<file path="config.mk">
export PLATFORM = sky130hd
export DESIGN_NAME = nnr_queue
export DESIGN_NICKNAME = d
export VERILOG_FILES = /design/src/rtl/nnr_queue.sv
export SDC_FILE = /design/constraint.sdc
export NUM_CORES = 1
export LEC_CHECK = 0
export BUFFER_PORTS_ARGS = -buffer_cell sky130_fd_sc_hd__buf_2
export CAP_MARGIN = 20
export CELL_PAD_IN_SITES_DETAIL_PLACEMENT = 1
export CELL_PAD_IN_SITES_GLOBAL_PLACEMENT = 1
export CORE_AREA = 4 4 167 202
export DETAILED_ROUTE_END_ITERATION = 10
export DIE_AREA = 0 0 171 206
export PLACE_DENSITY = 0.71
export SYNTH_ARGS = -nofsm -noshare
export SYNTH_HDL_FRONTEND = slang
export SYNTH_SLANG_ARGS = --single-unit
export TNS_END_PERCENT = 30
</file>
<file path="constraint.sdc">
create_clock -name clk -period 2.98 [get_ports clk]
set_input_delay 0.149 -clock clk [delete_from_list [all_inputs] [get_ports clk]]
set_output_delay 0.149 -clock clk [all_outputs]
set_load 0.1 [all_outputs]
</file>
<file path="src/rtl/nnr_queue.sv">
module nnr_queue #(
	parameter int WIDTH = 84,
	parameter int DEPTH = 4
) (
	input  logic             clk,
	input  logic             arst_n,
	input  logic             push,
	input  logic [WIDTH-1:0] din,
	output logic             full,
	input  logic             pop,
	output logic             valid,
	output logic [WIDTH-1:0] dout
);

	localparam int PW = (DEPTH > 1) ? $clog2(DEPTH) : 1;
	localparam int CW = $clog2(DEPTH + 1);

	logic [WIDTH-1:0] mem_q [DEPTH];
	logic [PW-1:0]    wr_ptr_q, rd_ptr_q;
	logic [CW-1:0]    cnt_q;

	assign full = (cnt_q == CW'(DEPTH));
	assign valid = (cnt_q != '0);
	assign dout = mem_q[rd_ptr_q];

	always_ff @(posedge clk or negedge arst_n) begin
		if (!arst_n) begin
			wr_ptr_q <= '0;
			rd_ptr_q <= '0;
			cnt_q <= '0;
		end else begin
			if (push) begin
				wr_ptr_q <= (wr_ptr_q == PW'(DEPTH - 1)) ? '0 : wr_ptr_q + PW'(1);
			end
			if (pop) begin
				rd_ptr_q <= (rd_ptr_q == PW'(DEPTH - 1)) ? '0 : rd_ptr_q + PW'(1);
			end
			cnt_q <= cnt_q + CW'(push) - CW'(pop);
		end
	end

	always_ff @(posedge clk) begin
		if (push) begin
			mem_q[wr_ptr_q] <= din;
		end
	end

endmodule

</file>
# Yosys cells after proc, flatten, opt, wreduce, memory -nomap -nowiden

Memories as Yosys holds them, arrays and structs flattened.
Index checks and enable logic that the tools add are counted.

Mux-type cells: 4
Equal/unequal tests: 3
Add/sub/neg operators: 4
Reductions and logical operators: 1

Operators with widths:

| kind                | number |
|---|---|
| $add 2x1->2 const B | 2 |
| $eq 2x2->1 const B  | 2 |
| $mux 2              | 2 |
| $add 3x1->3         | 1 |
| $eq 3x3->1 const B  | 1 |
| $reduce_bool 3->1   | 1 |
| $sub 3x1->3         | 1 |
| $mux 1              | 2 |

Memories kept: 1
Input bits: 88
Output and inout bits: 86
Word-level logic and storage cells: 16
RAM bits: 336
Register bits: 7

Memories:

| memory | words | width | rd ports | clocked after Yosys merged registers in | wr ports | RTL line | RTL |
|---|---|---|---|---|---|---|---|
| mem_q  | 4     | 84    | 1        | 0                                       | 1        | 18       | `logic [WIDTH-1:0] mem_q [DEPTH];` |

# Depth between registers and ports, before layout

Depth in word-level cells: 2
Gate-level depth with buffers: 7
Gate-level depth less buffers: 7

# Worst setup path after synthesis

OpenSTA, ideal clock, no wires.

Path kind: register to register
Start point: register wr_ptr_q[0]
End point: memory mem_q[0][0] (enable)
Library setup time: 451 ps
Buffers on the path: 0
Path slack: -43 ps
Cell stages (with the launch flop): 4
Arrival: 2572 ps
Data required time: 2529 ps
Clock period less this slack: 3023 ps
Cells stage by stage: dfrtp_1 > inv_1 > ha_1 > and2_1

RTL lines:

| element                | RTL line | RTL |
|---|---|---|
| start, declared        | 19       | `logic [PW-1:0] wr_ptr_q, rd_ptr_q;` |
| start signal, assigned | 33       | `wr_ptr_q <= (wr_ptr_q == PW'(DEPTH - 1)) ? '0 : wr_ptr_q + PW'(1);` |
| end, declared          | 18       |  |

No word-level cell before the write port.

# Worst setup path after layout

Start point: register rd_ptr_q[0]
End point: output port dout[28]

Word-level cells in the longest chain between the ends: 1

Ends and longest elaborated chain:

| element                | RTL line | RTL |
|---|---|---|
| start, declared        | 19       |  |
| start signal, assigned | 36       | `rd_ptr_q <= (rd_ptr_q == PW'(DEPTH - 1)) ? '0 : rd_ptr_q + PW'(1);` |
| $mem_v2 4x84           | n/a      |  |
| end, declared          | 12       | `output logic [WIDTH-1:0] dout` |

No other way between the ends.

==> impl_results.md <==
* Initial Util at between 30% and 40%
* Period utilisation layout at about 90%
* Final GP Congestion at ~0.7
* DRC viols at 0
* Register clock-pin slew on the reported worst setup and hold paths at approximately 0.060 ns
* Initial antenna violation count at 1
* Worst endpoint required time at 2.83 ns
* Fin area at 15900 um^2
* # H-tree levels at 2
* Wire per inst at approximately 22 um
* Synth Area in Simple Gates at less than 1%
* Total overflow reported by the global router at 0
* Setup bufs post-CTS at 0
* Slew Limit Fails at 0
* Num CTS Buffers at 35
* Die Span Y at ~210 um
* Num ports at roughly 170
* DP Wirelength at ~16000 um
* Highest clock rate at between 300 and 400 MHz
* Min-delay worst type: primary input to flop
* Place WS at 0.821 ns
* Most area-hungry cell type in the Yosys netlist: edfxtp_1
* Vias per cell at around 5.0
* Synth top area share at 80.3%
* Main combinational cell family by area after synthesis: multiplexers
* Core Region at roughly 32000 um^2
* Synthesized area at 12600 um^2
* Complex-gate fraction of the synthesized area at 0.0796%
* Clock tree buffer depth at 3
* Via count at about 5.9k
* Crit Path Max Fanout at 38
* Most frequent cells in the layout: edfxtp_1 (336), buf_2 (173), dlygate4sd3_1 (88)
* Yosys cell types at 21
* Crit path cell chain: buf_12 > mux4_2 > buf_2
* Unrepaired setup endpoints after global routing: no
* Area Overhead vs Synth at 26.3%
* Clock Latency Late Sink at 0.51 ns
* Cts repair resizes at 0
* Mux share of post-synthesis cell area at about 15%
* Endpoints failing setup at 0
* CP Class: flop to output pin
* Max_cap viols at 0
* Synth Area in XOR/XNOR at 0.139%
* Largest net degree at the start of global routing at 85
* Multi-input gate area at ~2100 um^2
* CTS tree: built
* Crit-path slowest cell: dfrtp_4
* DR iter-0 viols at around 360
* Root Driver: clkbuf_16
* Commonest non-fill, non-tap cell in the layout: edfxtp_1
* First-pass GRT wire length at just over 40000 um
* Largest cells by area after synthesis: edfxtp_1 (80%), mux4_2 (15%), dfrtp_1 (1.4%)
* Fin crit period at 2.62 ns
* Hold Buf Count CTS at 88
* Post-synthesis sequential area ratio at 81.7%
* # clock sinks at around 340
* Cells after Synth at ~480
* Synth Area in Adders at less than 1%
* Post-route ant nets at 0
* Slowest Stage Delay on Critical Path at ~0.67 ns
* Clk_skew at ~0.0073 ns
* Arrival time of the worst setup path at between 2 and 2.5 ns
* Layout cell share with drive strength beyond 1 at between 40% and 50%
* Input/output buffers at between 150 and 200
* Min-Delay Startpoint: din[1]
* Slew margin rel. at 49.8%
* CP Launch Point: rd_ptr_q[0]
* Critical R2R Launch: wr_ptr_q[0]
* Nets at ~860
* Area after DPL at roughly 14000 um^2
* Register bit total from synthesis at around 340
* Gr usage total at about 15%
* Total wire length at 26100 um
* Fin worst setup slack at roughly 0.36 ns
* Syn nets at 571
* Synth warnings at 0
* Vias in the first global route at between 6k and 7k
* Worst slew pin tran at 0.753 ns
* Diode count at 0
* CP startpoint kind: flop
* FF/Latch Area at 10300 um^2
* Drt first pass iters at 4
* Setup_tns at 0 ns
* Status: finished, final reports clean
* Hold Violations, Final at 0
* Die ar. at 35200 um^2
* # rows at just over 70
* Die Wd at around 170 um
* # fillers at 2890
* Avg Inst Size Synth at approximately 26 um^2
* CP endpoint kind: output pin
==> final timing paths <==
path / to / slack [ns] / depth (start not counted)
worst max-delay path: dout[28] / 0.36 / 3
worst min-delay path: mem_q[2][1] / 0.40 / 2
worst max register to register: mem_q[3][47] / 1.05 / 3
worst min register to register: cnt_q[2] / 0.62 / 2
max in group asynchronous: rd_ptr_q[1] / 2.01 / 3
min in group asynchronous: rd_ptr_q[0] / 0.66 / 3
==> worst max-delay path, delay by kind of cell, from the launching register on <==
kind	cells	cell delay, ns
buf+inv	2	0.63
flops	1	0.67
mux	1	0.57
==> area by class of cell <==
class / instances / area share (%)
repair buffers: 272 / 12.0
multi-input cells: 107 / 13.3
flip-flops and latches: 343 / 64.7
well taps: 407 / 3.21
clock buffers: 42 / 5.95
clock inverters: 21 / 0.678
inverters: 6 / 0.142
==> flip-flops by register name, summed over array words and instances (netlist names) <==
register and count:
rd_ptr_q 2, cnt_q 3, mem_q 336, wr_ptr_q 2
==> synthesized netlist by cell type <==
cell type and instances:
and2_1 4, and3_1 1, buf_1 3, buf_12 4, buf_2 6, buf_4 4, buf_6 1, buf_8 1
dfrtp_1 7, edfxtp_1 336, fa_1 1, ha_1 7, inv_1 6, mux2_2 2, mux4_2 84, nand2_1 1
nor2_1 1, o21ai_0 2, or3_1 1, or3b_2 1, xnor2_1 2
==> routing by layer <==
layer  GRT usage (%)  vias up  part of all wire (%)
li1                -     2629                     -
met5               0        -                 0.027
met2            27.2      160                    55
met1            18.2     3102                    39
met4            4.19        2                   2.1
met3            3.31       41                   4.8
==> metrics by stage <==
step | util (%) | hold WS [ns] | instances
finish | 49.8 | 0.398 | 1198
global route | 49.8 | 0.384 | 1198
CTS | 49.8 | 0.360 | 1198
detailed placement | 43.7 | 0.00317 | 1047
global placement | 43.7 | -0.00393 | 1047
floorplan | - | -0.147 | 475
==> cells by family (layout without fill, tap and decap cells) <==
kind of cell	Yosys count	count (layout)
and+or+nand+nor	9	9
muxes	86	86
xor gates and xnor gates	2	2
buffers and inverters	25	341
adders and majority gates	8	8
AOI/OAI and AO/OA	2	2
DFF	343	343
Power is left out: the tool's default activity adds up to more than one toggle a clock period on the data nets, which glitch-free logic cannot reach.
