**src/rtl/nnr_pkg.sv**
```systemverilog
package nnr_pkg;

	localparam int COORD_W  = 16;
	localparam int PIX_W    = 64;
	localparam int SIZE_W   = 9;
	localparam int DST_W    = 16;
	localparam int STEP_W   = 24;
	localparam int ORIGIN_W = 32;
	localparam int CFG_W    = 32;
	localparam int CFG_IDX_W = 3;
	localparam int PROD_W   = STEP_W + COORD_W;
	localparam int SUM_W    = PROD_W + 2;

	localparam logic [PIX_W-1:0] NAN_WORD = 64'h7FF8_0000_0000_0000;

	localparam logic REQ_LOAD  = 1'b0;
	localparam logic REQ_FETCH = 1'b1;

	localparam logic [CFG_IDX_W-1:0] REG_SRC_COLS   = 3'd0;
	localparam logic [CFG_IDX_W-1:0] REG_SRC_ROWS   = 3'd1;
	localparam logic [CFG_IDX_W-1:0] REG_DST_COLS   = 3'd2;
	localparam logic [CFG_IDX_W-1:0] REG_DST_ROWS   = 3'd3;
	localparam logic [CFG_IDX_W-1:0] REG_SCALE_STEP = 3'd4;
	localparam logic [CFG_IDX_W-1:0] REG_COL_ORIGIN = 3'd5;
	localparam logic [CFG_IDX_W-1:0] REG_ROW_ORIGIN = 3'd6;

	typedef enum logic [1:0] {
		OP_WRITE,
		OP_READ,
		OP_MISS
	} op_t;

	typedef struct packed {
		logic [SIZE_W-1:0]   src_cols;
		logic [SIZE_W-1:0]   src_rows;
		logic [DST_W-1:0]    dst_cols;
		logic [DST_W-1:0]    dst_rows;
		logic [STEP_W-1:0]   scale_step;
		logic [ORIGIN_W-1:0] col_origin;
		logic [ORIGIN_W-1:0] row_origin;
	} cfg_t;

endpackage

```
**src/rtl/nnr_req_if.sv**
```systemverilog
interface nnr_req_if;
	logic                         valid;
	logic                         ready;
	logic                         req_type;
	logic [nnr_pkg::COORD_W-1:0]  col;
	logic [nnr_pkg::COORD_W-1:0]  row;
	logic [nnr_pkg::PIX_W-1:0]    pixel_in;

	modport source (output valid, output req_type, output col, output row, output pixel_in,
		input ready);
	modport sink (input valid, input req_type, input col, input row, input pixel_in,
		output ready);
endinterface

```
**src/rtl/nnr_front.sv**
```systemverilog
module nnr_front #(
	parameter int COL_BITS  = 8,
	parameter int ROW_BITS  = 8,
	parameter int FRAC_BITS = 16
) (
	input  logic                             clk,
	input  logic                             arst_n,
	nnr_req_if.sink                          req,
	input  nnr_pkg::cfg_t                    cfg,
	input  logic                             q_full,
	output logic                             q_push,
	output nnr_pkg::op_t                     q_kind,
	output logic [COL_BITS+ROW_BITS-1:0]     q_addr,
	output logic [nnr_pkg::PIX_W-1:0]        q_data
);

	localparam int SUM_W = nnr_pkg::SUM_W;
	localparam int PROD_W = nnr_pkg::PROD_W;
	localparam int ORIGIN_W = nnr_pkg::ORIGIN_W;
	localparam int COORD_W = nnr_pkg::COORD_W;
	localparam logic [SUM_W-1:0] HALF = SUM_W'(1) << (FRAC_BITS - 1);

	logic                        v_s1;
	logic                        type_s1;
	logic [COORD_W-1:0]          col_s1;
	logic [COORD_W-1:0]          row_s1;
	logic [nnr_pkg::PIX_W-1:0]   pix_s1;
	logic [PROD_W-1:0]           pc_s1;
	logic [PROD_W-1:0]           pr_s1;
	logic                        dst_ok_s1;

	logic [SUM_W-1:0] sum_c, sum_r, src_c, src_r;
	logic             map_c_ok, map_r_ok, load_ok, drop, adv, in_ready;

	always_comb begin
		sum_c = {2'b00, pc_s1} + {{(SUM_W-ORIGIN_W){cfg.col_origin[ORIGIN_W-1]}}, cfg.col_origin}
			+ HALF;
		sum_r = {2'b00, pr_s1} + {{(SUM_W-ORIGIN_W){cfg.row_origin[ORIGIN_W-1]}}, cfg.row_origin}
			+ HALF;
		src_c = sum_c >> FRAC_BITS;
		src_r = sum_r >> FRAC_BITS;
		map_c_ok = !sum_c[SUM_W-1] && (src_c < SUM_W'(cfg.src_cols))
			&& ((src_c >> COL_BITS) == '0);
		map_r_ok = !sum_r[SUM_W-1] && (src_r < SUM_W'(cfg.src_rows))
			&& ((src_r >> ROW_BITS) == '0);
		load_ok = (col_s1 < COORD_W'(cfg.src_cols)) && ((col_s1 >> COL_BITS) == '0)
			&& (row_s1 < COORD_W'(cfg.src_rows)) && ((row_s1 >> ROW_BITS) == '0);

		drop = (type_s1 == nnr_pkg::REQ_LOAD) && !load_ok;
		adv = v_s1 && (drop || !q_full);
		in_ready = !v_s1 || adv;
		q_push = v_s1 && !drop && !q_full;
		q_data = pix_s1;

		if (type_s1 == nnr_pkg::REQ_LOAD) begin
			q_kind = nnr_pkg::OP_WRITE;
			q_addr = {row_s1[ROW_BITS-1:0], col_s1[COL_BITS-1:0]};
		end else if (dst_ok_s1 && map_c_ok && map_r_ok) begin
			q_kind = nnr_pkg::OP_READ;
			q_addr = {src_r[ROW_BITS-1:0], src_c[COL_BITS-1:0]};
		end else begin
			q_kind = nnr_pkg::OP_MISS;
			q_addr = '0;
		end
	end

	assign req.ready = in_ready;

	always_ff @(posedge clk or negedge arst_n) begin
		if (!arst_n) begin
			v_s1 <= 1'b0;
		end else if (in_ready) begin
			v_s1 <= req.valid;
		end
	end

	always_ff @(posedge clk) begin
		if (req.valid && in_ready) begin
			type_s1 <= req.req_type;
			col_s1 <= req.col;
			row_s1 <= req.row;
			pix_s1 <= req.pixel_in;
			pc_s1 <= PROD_W'(cfg.scale_step) * PROD_W'(req.col);
			pr_s1 <= PROD_W'(cfg.scale_step) * PROD_W'(req.row);
			dst_ok_s1 <= (req.col < cfg.dst_cols) && (req.row < cfg.dst_rows);
		end
	end

endmodule

```
**src/flat_wrapper.sv**
```systemverilog
// flat-port wrapper written by rule: the top's interface ports become plain ports
module nnr_front_flat 
#(
	parameter int COL_BITS  = 8,
	parameter int ROW_BITS  = 8,
	parameter int FRAC_BITS = 16
)
  (clk, arst_n, cfg, q_full, q_push, q_kind, q_addr, q_data, req_valid, req_req_type, req_col, req_row, req_pixel_in, req_ready);
  nnr_req_if req_i ();
  input  logic clk;
  input  logic arst_n;
  input  nnr_pkg::cfg_t cfg;
  input  logic q_full;
  output logic q_push;
  output nnr_pkg::op_t q_kind;
  output logic [COL_BITS+ROW_BITS-1:0] q_addr;
  output logic [nnr_pkg::PIX_W-1:0] q_data;
  input wire logic [$bits(req_i.valid)-1:0] req_valid;
  input wire logic [$bits(req_i.req_type)-1:0] req_req_type;
  input wire logic [$bits(req_i.col)-1:0] req_col;
  input wire logic [$bits(req_i.row)-1:0] req_row;
  input wire logic [$bits(req_i.pixel_in)-1:0] req_pixel_in;
  output wire logic [$bits(req_i.ready)-1:0] req_ready;
  assign req_i.valid = req_valid;
  assign req_i.req_type = req_req_type;
  assign req_i.col = req_col;
  assign req_i.row = req_row;
  assign req_i.pixel_in = req_pixel_in;
  assign req_ready = req_i.ready;
  nnr_front #(.COL_BITS(COL_BITS), .ROW_BITS(ROW_BITS), .FRAC_BITS(FRAC_BITS)) u_core (.clk(clk), .arst_n(arst_n), .req(req_i), .cfg(cfg), .q_full(q_full), .q_push(q_push), .q_kind(q_kind), .q_addr(q_addr), .q_data(q_data));
endmodule
```
**config.mk**
```make
export PLATFORM = sky130hd
export DESIGN_NAME = nnr_front_flat
export DESIGN_NICKNAME = d
export VERILOG_FILES = /design/src/rtl/nnr_pkg.sv /design/src/rtl/nnr_req_if.sv /design/src/rtl/nnr_front.sv /design/src/flat_wrapper.sv
export SDC_FILE = /design/constraint.sdc
export NUM_CORES = 2
export LEC_CHECK = 0
export BUFFER_PORTS_ARGS = -buffer_cell sky130_fd_sc_hd__buf_2
export CAP_MARGIN = 20
export CORE_ASPECT_RATIO = 1.25
export CORE_MARGIN = 2
export CORE_UTILIZATION = 50
export CTS_CLUSTER_SIZE = 12
export DETAILED_ROUTE_END_ITERATION = 8
export GPL_ROUTABILITY_DRIVEN = 0
export PLACE_DENSITY_LB_ADDON = 0.1
export SETUP_SLACK_MARGIN = 0.1
export SYNTH_ARGS = -nofsm -noshare
export SYNTH_HDL_FRONTEND = slang
export SYNTH_SLANG_ARGS = --single-unit
```
**constraint.sdc**
```tcl
create_clock -name clk -period 12.9 [get_ports clk]
set_input_delay 3.225 -clock clk [delete_from_list [all_inputs] [get_ports clk]]
set_output_delay 3.225 -clock clk [all_outputs]
set_load 0.005 [all_outputs]
```
Word level (Yosys, flattened, before mapping)
Index checks and enable logic that the tools add are counted.
Word-level totals
  register bits after elaboration: 179
  input bits: 239
  output and inout bits: 84
  logic and storage cells: 52
Operators by class
  add/sub/neg operators: 4
  multipliers: 2
  magnitude comparators: 6
  multiplexer cells: 4
  bitwise operators: 1
  reductions and logical operators: 27
Operator list (number)
  41-bit by 32-bit adder with 42-bit output: 2
  42-bit by 16-bit adder with 42-bit output, second input constant: 2
  42-bit zero test: 2
  24-bit by 16-bit multiplier with 40-bit output: 2
  26-bit by 9-bit < comparator with 1-bit output: 2
  16-bit zero test: 2
  16-bit < comparator: 2
  16-bit by 9-bit < comparator with 1-bit output: 2
  16-bit two-way mux: 2
  1-bit logical AND: 15
  1-bit zero test: 6
  2-bit two-way mux: 2
  1-bit logical OR: 2
  1-bit NOT: 1

Longest topological paths before layout
  depth after elaboration: 10
  depth in mapped cells: 27
  depth with buffers taken out: 26

Least setup slack after synthesis
Ideal clock, no wire load.
  kind: in2out
  from: input cfg[38] (netlist name)
  to: output q_addr[10]
  arrival: 8.626 ns
  required time: 9.675 ns
  path slack: 1.049 ns
  stages on the path: 23
  path buffers: 1
  cell sequence: ha_1 -> ha_1 -> a211oi_1 -> o21ai_1 -> a311oi_1 -> a211oi_1 -> o21a_1 -> or2_2 -> a21oi_1 -> xnor2_1 -> ha_1 -> a21o_1 -> a2111oi_0 -> o2111ai_1 -> or4_1 -> or4_1 -> nor4b_2 -> nand4_1 -> nor4_2 -> nand4_1 -> nor4b_4 -> buf_6 -> a31o_1
Between the ends
  longest elaborated chain between the ends: 9
  elaborated cells on any way between the ends: 11
  classes of those cells: add/sub: 2; order compare: 1; mux: 2; reduce/logical: 6
RTL lines
  from (decl): line flat_wrapper.sv:12  | input nnr_pkg::cfg_t cfg;
  41-bit by 32-bit adder with 42-bit output *: line nnr_front.sv:36  | sum_c = {2'b00, pc_s1} + {{(SUM_W-ORIGIN_W){cfg.col_origin[ORIGIN_W-1]}}, cfg.col_origin}
  42-bit by 16-bit adder with 42-bit output *: line nnr_front.sv:37  | + HALF;
  26-bit by 9-bit < comparator with 1-bit output / 1-bit zero test (equally long branches): line nnr_front.sv:42  | map_c_ok = !sum_c[SUM_W-1] && (src_c < SUM_W'(cfg.src_cols))
  1-bit logical AND: line nnr_front.sv:42
  1-bit logical AND *: line nnr_front.sv:43  | && ((src_c >> COL_BITS) == '0);
  1-bit logical AND * (2 in series): line nnr_front.sv:58  | end else if (dst_ok_s1 && map_c_ok && map_r_ok) begin
  16-bit two-way mux *: line nnr_front.sv:58
  16-bit two-way mux *: line nnr_front.sv:55  | if (type_s1 == nnr_pkg::REQ_LOAD) begin
  to (decl): line flat_wrapper.sv:16  | output logic [COL_BITS+ROW_BITS-1:0] q_addr;
Mark *: on every way between the ends. The rest lies on a longest branch, timed or not.

Final worst setup path
  from: input cfg[38] (netlist name)
  to: output q_addr[13]
The elaborated chain is that of the path after synthesis.

==> flow_summary.json <==
{
  "status": "completed",
  "antenna_found_initial": 7,
  "numCtsBuffers": 17,
  "cts_root_buffer": "clkbuf_16",
  "post-dp-hpwl_um": 79600,
  "core_area_um2": 71800,
  "fin_crit_ps": 12510,
  "maxSlewViolCount": 0,
  "clk_latency_ps": 470,
  "num_vias": 27521,
  "grt_pass1_wl_um": 160000,
  "yosysTopAreaCellShare_pct": 33.9,
  "wl_per_cell_um": 20.0,
  "worstHoldStart": "u_core.v_s1",
  "end_kind": "primary output",
  "syn_area_um2": 36200,
  "mappedNetlistNets": 5155,
  "cp_max_fo": 9,
  "track_usage_pct": 27.8,
  "synth_flop_cell": "edfxtp_1",
  "maxCapViolations": 0,
  "slew_headroom_pct": 30.2,
  "skew_ps": 16.2,
  "viasPerCell": 5.46,
  "startpoint": "cfg[38]",
  "crit_required_ps": 9680,
  "grt_max_degree": 79,
  "drt_wl_total_um": 101000,
  "syn2layout_area_growth_pct": 8.61,
  "synth_compound_area_share_pct": 8.13,
  "core.rowCount": 110,
  "ant_nets": 0,
  "synth-seq-cells": 179,
  "setup_viol": 0,
  "synth_xor_area_share_pct": 2.35,
  "drc": 0,
  "synthCells": 3862,
  "synth_top_family_by_area": "adder cells",
  "max_freq_ghz": 0.0799,
  "rsz0062_at_grt": "false",
  "cts.sinks": 179,
  "critPathKind": "in2out",
  "die_w_um": 245,
  "async_flop_share_pct": 0.559,
  "syn_area_per_cell_um2": 9.36,
  "ctsHoldBuffers": 0,
  "gr-total-overflow": 0,
  "yosysSeqAreaShare_pct": 14.9,
  "drt_iter0_drc": 1494,
  "synth_top_cell_by_area": "fa_1",
  "initial_core_util_pct": 50.3,
  "worstReg2RegStart": "u_core.row_s1[1]",
  "post_synth_mux_area_share_pct": 0.0830,
  "hold_class": "reg2reg",
  "synth-adder-area-share_pct": 49.2,
  "yosys.area_share.simple_pct": 15.7,
  "synthTopCellsByArea": "fa_1, ha_1, edfxtp_1",
  "hold_viol_final": 0,
  "dr.pass1.iters": 5,
  "finalSetupTns_ps": 0,
  "fill_cells": 6652,
  "period_share_pct": 97.0,
  "grt_pass1_vias": 28940,
  "nets": 5366,
  "clkTransAtPathRegs_ps": 70,
  "ioPinCount": 323,
  "yosysMostFrequentCell": "inv_1",
  "ctsHtreeMaxLevel": 4,
  "synth_cell_types": 78,
  "cts_tree": "done",
  "tightestPinTransition_ps": 1050,
  "final_layout_size_suffix_gt1_share_pct": 9.99,
  "arrival_ps": 9290,
  "die_area_um2": 74500,
  "synth_edf_count": 178,
  "die_h_um": 305,
  "critPathLaunchType": "primary input",
  "ys_warn_count": 0,
  "clock_path_buffers": 2,
  "synth_commonest_cells": "inv_1, fa_1, nand2_1",
  "portBuffers": 322
}
per-layer routing:
layer | track usage [%] | vias up | wire (um)
met5 | 0 | - | 41
met4 | 9.19 | 6 | 3310
met3 | 3.52 | 144 | 5660
met2 | 47.6 | 850 | 48900
met1 | 36.4 | 13937 | 43000
li1 | - | 12584 | -
flip-flops by register name, summed over array words and instances, names as in the netlist:
register	cells
u_core.row_s1	16
u_core.q_data	64
u_core.pr_s1	40
u_core.v_s1	1
u_core.col_s1	16
u_core.type_s1	1
u_core.dst_ok_s1	1
u_core.pc_s1	40
through the flow:
| stage | worst slack, ps | utilization [%] | area, um^2 | hold WS, ps | cells |
|---|---|---|---|---|---|
| global route | 101 | 54.7 | 39300 | 641 | 5039 |
| global placement | 438 | 53.6 | 38500 | 565 | 5001 |
| floorplan | 1050 | - | 36200 | 563 | 3862 |
| finish | 385 | 54.7 | 39300 | 596 | 5039 |
| CTS | 268 | 54.5 | 39100 | 592 | 5033 |
| detailed placement | 297 | 53.6 | 38500 | 572 | 5001 |
repair_timing:
action | in CTS | in global routing
endpoints found under the setup margin | 0 | 18
resized for setup | 0 | 14
setup buffers | 0 | 4
path summary, 6_finish.rpt:
| check | end | slack [ps] | cells past startpoint |
|---|---|---|---|
| max reg2reg | u_core.row_s1[3] | 8590 | 13 |
| min reg2reg | u_core.v_s1 | 600 | 2 |
| min | u_core.v_s1 | 600 | 2 |
| min in group asynchronous | u_core.v_s1 | 2520 | 1 |
| max | q_addr[13] | 390 | 26 |
| max in group asynchronous | u_core.v_s1 | 10300 | 1 |
worst max-delay path, stage by stage:
cell       delay (ps)
buf_2             110
ha_1              340
ha_4              240
a211oi_2          240
o21ai_2           110
a311oi_2          320
a211oi_2          140
o21a_1            200
or2_2             300
a21oi_2           170
xnor2_2           130
ha_1              210
a21o_1            190
a2111oi_2         360
o2111ai_1         150
or4_1             500
or4_1             540
nor4b_2           280
nand4_1           130
nor4_2            290
nand4_1           190
nor4b_4           300
buf_4             180
buf_12            150
a31o_1            160
buf_2             110
cell type report:
type / instances / area, um^2 / share of cell area [%]
flip-flops and latches: 179 / 5370 / 13.7
diodes: 1 / 2.50 / 0.00637
inverters: 780 / 2930 / 7.45
multi-input cells: 2748 / 27300 / 69.6
well taps: 952 / 1190 / 3.03
clock inverters: 15 / 180 / 0.459
clock buffers: 17 / 425 / 1.08
repair buffers: 347 / 1830 / 4.66
kinds of logic after synthesis:
logic type | after synthesis
mux | 3
flops | 179
buf+inv | 935
xor+xnor | 97
compound gates | 445
simple gates | 1149
fa+ha+maj | 1054
cell usage in the layout, fill, tap and decap left out, types with 7 or more instances in the layout:
cell,instances
o21a_1,27
nor4_1,9
xor2_1,30
nor2_1,86
or3_1,8
o21bai_1,12
nand4_1,31
and3_1,13
buf_2,322
and2_1,322
nor3_1,26
nor3b_1,8
o211ai_1,14
o21ai_0,55
nand2_1,530
nand3_1,25
ha_1,441
inv_1,779
o22ai_1,7
fa_1,612
xnor2_1,65
nand2b_1,23
a21o_1,65
or4_1,8
edfxtp_1,178
o21ai_1,18
a31o_1,17
a21oi_1,124
nor2b_1,36
buf_4,23
a211o_1,9
clkbuf_16,18
a211oi_1,20
a31oi_1,13
Power is not shown: default switching activity piles up to over one toggle a cycle in this logic, so the estimate is an artifact.
